File: src/sv/tcc_ram.sv
// Generic simple dual-port RAM with one write port and a registered read port.
module tcc_ram #(
   parameter int WIDTH = 8,
   parameter int DEPTH = 256
) (
   input  logic                     clock,
   input  logic                     wr_en,
   input  logic [$clog2(DEPTH)-1:0] wr_addr,
   input  logic [WIDTH-1:0]         wr_data,
   input  logic                     rd_en,
   input  logic [$clog2(DEPTH)-1:0] rd_addr,
   output logic [WIDTH-1:0]         rd_data
);

   logic [WIDTH-1:0] mem [DEPTH];
   logic [WIDTH-1:0] rd_data_ff;

   // Write port and registered read port.
   always_ff @(posedge clock) begin
      if (wr_en) begin
         mem[wr_addr] <= wr_data;
      end
      if (rd_en) begin
         rd_data_ff <= mem[rd_addr];
      end
   end

   assign rd_data = rd_data_ff;

endmodule

File: config.mk
export PLATFORM = sky130hd
export DESIGN_NAME = tcc_ram
export DESIGN_NICKNAME = d
export VERILOG_FILES = /design/src/sv/tcc_ram.sv
export SDC_FILE = /design/constraint.sdc
export NUM_CORES = 2
export LEC_CHECK = 0
export BUFFER_PORTS_ARGS = -buffer_cell sky130_fd_sc_hd__buf_2
export CAP_MARGIN = 0
export CORE_UTILIZATION = 42
export CTS_BUF_LIST = sky130_fd_sc_hd__clkbuf_2
export DETAILED_ROUTE_END_ITERATION = 12
export PLACE_DENSITY = 0.62
export SLEW_MARGIN = 20
export SYNTH_ARGS = -nofsm -noshare
export SYNTH_HDL_FRONTEND = slang
export SYNTH_SLANG_ARGS = --single-unit
File: constraint.sdc
create_clock -name clock -period 4.2 [get_ports clock]
set_input_delay 0.42 -clock clock [delete_from_list [all_inputs] [get_ports clock]]
set_output_delay 0.42 -clock clock [all_outputs]
set_load 0.05 [all_outputs]
Word level (Yosys, flattened, before mapping). Memories as Yosys holds them, arrays and structs flattened. A register that Yosys moved wholly into a read port is not among the register bits. Cells that the tools add are included.

RAM bits: 2048. Latch bits: 0. Flip-flop bits (word level): 0. Memories: 1. ROM bits: 0.

Memory list: mem (depth 256, width 8, rd ports 1, clocked after Yosys merged registers in 1, write ports 1, line 15) `logic [WIDTH-1:0] mem [DEPTH];`.

Bitwise logic cells: 0. Eq/ne operators: 0. Multipliers: 0. Magnitude comparators: 0. Reduce and logical (&&, ||, !) cells: 0. Shifts and indexed selects: 0. Divide/modulo/power cells: 0. Add/sub/neg operators: 0. Mux-type cells: 2.

Operators by type and width (number): 1-bit 2-to-1 mux (2).

Logic depth before layout (Yosys ltp).
Word-level depth: 2. Gate-level depth with buffers: 11. Mapped depth without buffers: 6.

Worst setup path before layout. No wires, ideal clock.

Path type: in2reg. From: input port rd_addr[0]. To: register rd_data_ff[2], in the netlist rd_data[2] (read register of mem), data pin. Buffers on the path: 4. Setup slack: 1.704 ns. Cell stages on the path: 9. Arrival time: 2.227 ns. Required time: 3.931 ns. Cell sequence: buf_6 > buf_12 > buf_8 > buf_2 > mux4_2 > a22oi_1 > a21oi_1 > nor4_1 > nor4_2.

RTL lines: start, declared (line 11) `input logic [$clog2(DEPTH)-1:0] rd_addr,`; end, declared (line 16) `logic [WIDTH-1:0] rd_data_ff;`.

==> metrics.txt <==
final setup fails 0; DRC violations left 2; Layout area overhead 11.98%; Post-Route WL 205.2 mm; Seq cells post-synth approximately 2000; leakage 28.59 nW; Post-CTS Resized 0; Post-DP HPWL 124.7 mm; post-synthesis net count 3760; clk_skew 0.1323 ns; peak fanout along the critical path 1; outcome finished with violations; dpl cell area 83880 um2; critical path launch point type flop; initial core utilization 42.36%; Die Span Y 437.4 um; die area between 150000 and 200000 um2; Max VDD drop ~0.00031 V; PortBufs 34; Netlist Area Pre-Place approximately 80000 um2; core area 188000 um2; Final Total Pwr 37.86 mW; Die X 437.4 um; clock sink total about 2100; buffers from clock root to sink, at most 4; Post-Syn Instances roughly 3700; global route overflow 0; top_reg_cell synth edfxtp_1; total power divided by cell area 424.6 nW/um2; largest net degree at the start of global routing about 150; share of flip-flops with an asynchronous set or reset 0%; Final min period 3.832 ns; worst min-delay path class input port to flop; Avg Cell Area, Syn 21.33 um2; DRT Pass-1 Iters 10; DP Worst Slack roughly 0.11 ns; clock-pin slew on the worst setup and hold paths 0.12 ns; CP arrival about 5.4 ns; RSZ-0062 raised after global routing no; most frequent cells in the layout edfxtp_1 (2056), clkbuf_2 (727), mux4_2 (454); H-tree Lvls 6; # rows 159; GRT Util Overall a little over a fifth; Max-Cap Viols 0; CP endpoint kind flop; slew margin rel. 18.26%; worst path cell trace mux4_2 > a22o_1 > a221oi_1 > o32ai_1 > nor3_1 > buf_4 > nor4_1 > dlygate4sd3_1; family with the most delay on the worst path compound AO/OA/AOI/OAI gates; Vias 41500; design area about 89000 um2; Fin. Hold Viols 0; setup ws final 0.3678 ns; Post-synth EDFFs around 2100; Final Net Count 4408; failing checks design-rule violations; cts bufs inserted between 500 and 600; Final Util 47.43%; slowest stage delay, CP 0.82 ns; io pins 35; sequential cell area fraction in the yosys report 77.53%; commonest non-fill, non-tap cell in the layout edfxtp_1; Worst Max-Slew Pin Slew 1.226 ns; Root Buffer clkbuf_2; first-pass GRT wire length 294.6 mm; critical path class flop to flop; vias in the first global route about 42000; layout cells sized above 1 about a third; Buf/Inv on CP 2; master of the slowest instance on the critical path nor3_1; fmax around 260 MHz; total negative slack 0 ns; initial antenna violation count 9; fin crit share 91.24%; vias per std cell ~5.8; number of synthesis warnings 0; clock latency on the worst-skew pair 1.75 ns; drt initial violations 4497; Slew Viols, Final 0; antenna viol nets, final 0; WP data required 5.72 ns; routed length per instance roughly 28 um; Filler cells between 15000 and 20000; post-synthesis cell type count 54; CTS tree done; Routability Congestion around 0.85
==> report_power, final <==
| part | total (mW) | switching (mW) | internal [mW] |
|---|---|---|---|
| clock network | 13.0 | 7.81 | 5.18 |
| logic | 2.25 | 1.43 | 0.823 |
| registers | 22.6 | 0.0328 | 22.6 |
==> synth_stat cells, types with 3 or more instances <==
library cell	n	area share, %
a211oi_1	16	0.15
a21oi_1	96	0.60
a221oi_1	13	0.14
a22o_1	8	0.088
a22oi_1	133	1.3
and2_1	6	0.047
buf_1	22	0.10
buf_12	8	0.20
buf_2	31	0.19
buf_4	27	0.25
buf_6	21	0.30
buf_8	13	0.25
clkbuf_1	111	0.52
edfxtp_1	2056	78
mux2i_1	134	1.7
mux4_2	454	13
nand2_1	33	0.16
nand2b_1	8	0.063
nand3_1	34	0.21
nand4_1	10	0.079
nor2_1	282	1.3
nor2b_1	31	0.24
nor3_1	22	0.14
nor4_1	24	0.19
nor4_2	3	0.047
o211ai_1	10	0.094
o21ai_0	10	0.063
o221ai_1	46	0.51
o22a_1	5	0.055
o22ai_1	28	0.22
o32ai_1	4	0.044
or2_2	4	0.031
==> through the flow <==
step	instances	hold slack, ns
finish	7210	0.2381
global route	7208	0.1338
CTS	7205	0.005440
detailed placement	6270	0.9218
global placement	6269	0.9169
floorplan	3733	0.5189
==> flip-flops by register name (all words and copies together), names as in the netlist <==
name     cells
mem       2048
rd_data      8
==> worst register-to-register path, delay by kind of cell, from the launching register on <==
family / cells / cell delay (ns)
compound gates: 3 / 1.11
simple gates: 2 / 0.86
buf+inv: 2 / 0.82
mux: 1 / 0.45
flops: 1 / 0.38
==> logic make-up (layout without fill, tap and decap cells) <==
family / Yosys count / after routing / synth area share [%]
AO/OA/AOI/OAI: 385 / 385 / 3.416
AND/OR/NAND/NOR: 466 / 466 / 2.625
flip-flops: 2056 / 2056 / 77.53
multiplexers: 591 / 591 / 14.60
other: 0 / 5 / 0
buffers and inverters: 235 / 1212 / 1.829
==> routing by layer <==
metal	track usage, %	vias up	routed length [um]	share of wire (%)
met5	0	-	0	0
met4	7.692	0	5945	2.9
met3	4.610	355	17460	8.5
met2	33.26	2062	97830	48
met1	29.78	21760	83960	41
li1	-	17320	-	-
==> path summary, 6_finish.rpt <==
path	to	depth (start not counted)	start	slack, ns
min reg2reg	rd_data[4]$_DFFE_PP_	5	mem[179][4]$_DFFE_PP_	1.22
max reg2reg	rd_data[3]$_DFFE_PP_	8	mem[209][3]$_DFFE_PP_	0.37
max	rd_data[3]$_DFFE_PP_	8	mem[209][3]$_DFFE_PP_	0.37
min	mem[71][5]$_DFFE_PP_	5	wr_addr[0]	0.24
==> cell type report <==
| cell class | count | area, um2 | area share, % |
|---|---|---|---|
| flip-flops and latches | 2056 | 61740 | 69.23 |
| clock buffers | 727 | 3638 | 4.080 |
| diodes | 5 | 12.51 | 0.01403 |
| repair buffers | 349 | 3402 | 3.815 |
| clock inverters | 134 | 760.7 | 0.8531 |
| multi-input cells | 1442 | 16490 | 18.49 |
| well taps | 2495 | 3122 | 3.501 |
| inverters | 2 | 7.507 | 0.008419 |
==> repair_timing <==
item	in CTS	in global routing
endpoints found under the setup margin	0	0
hold endpoints to repair	4089	0
hold buffers	74	0
buffers inserted	0	0
(Power assumes the default switching activity.)
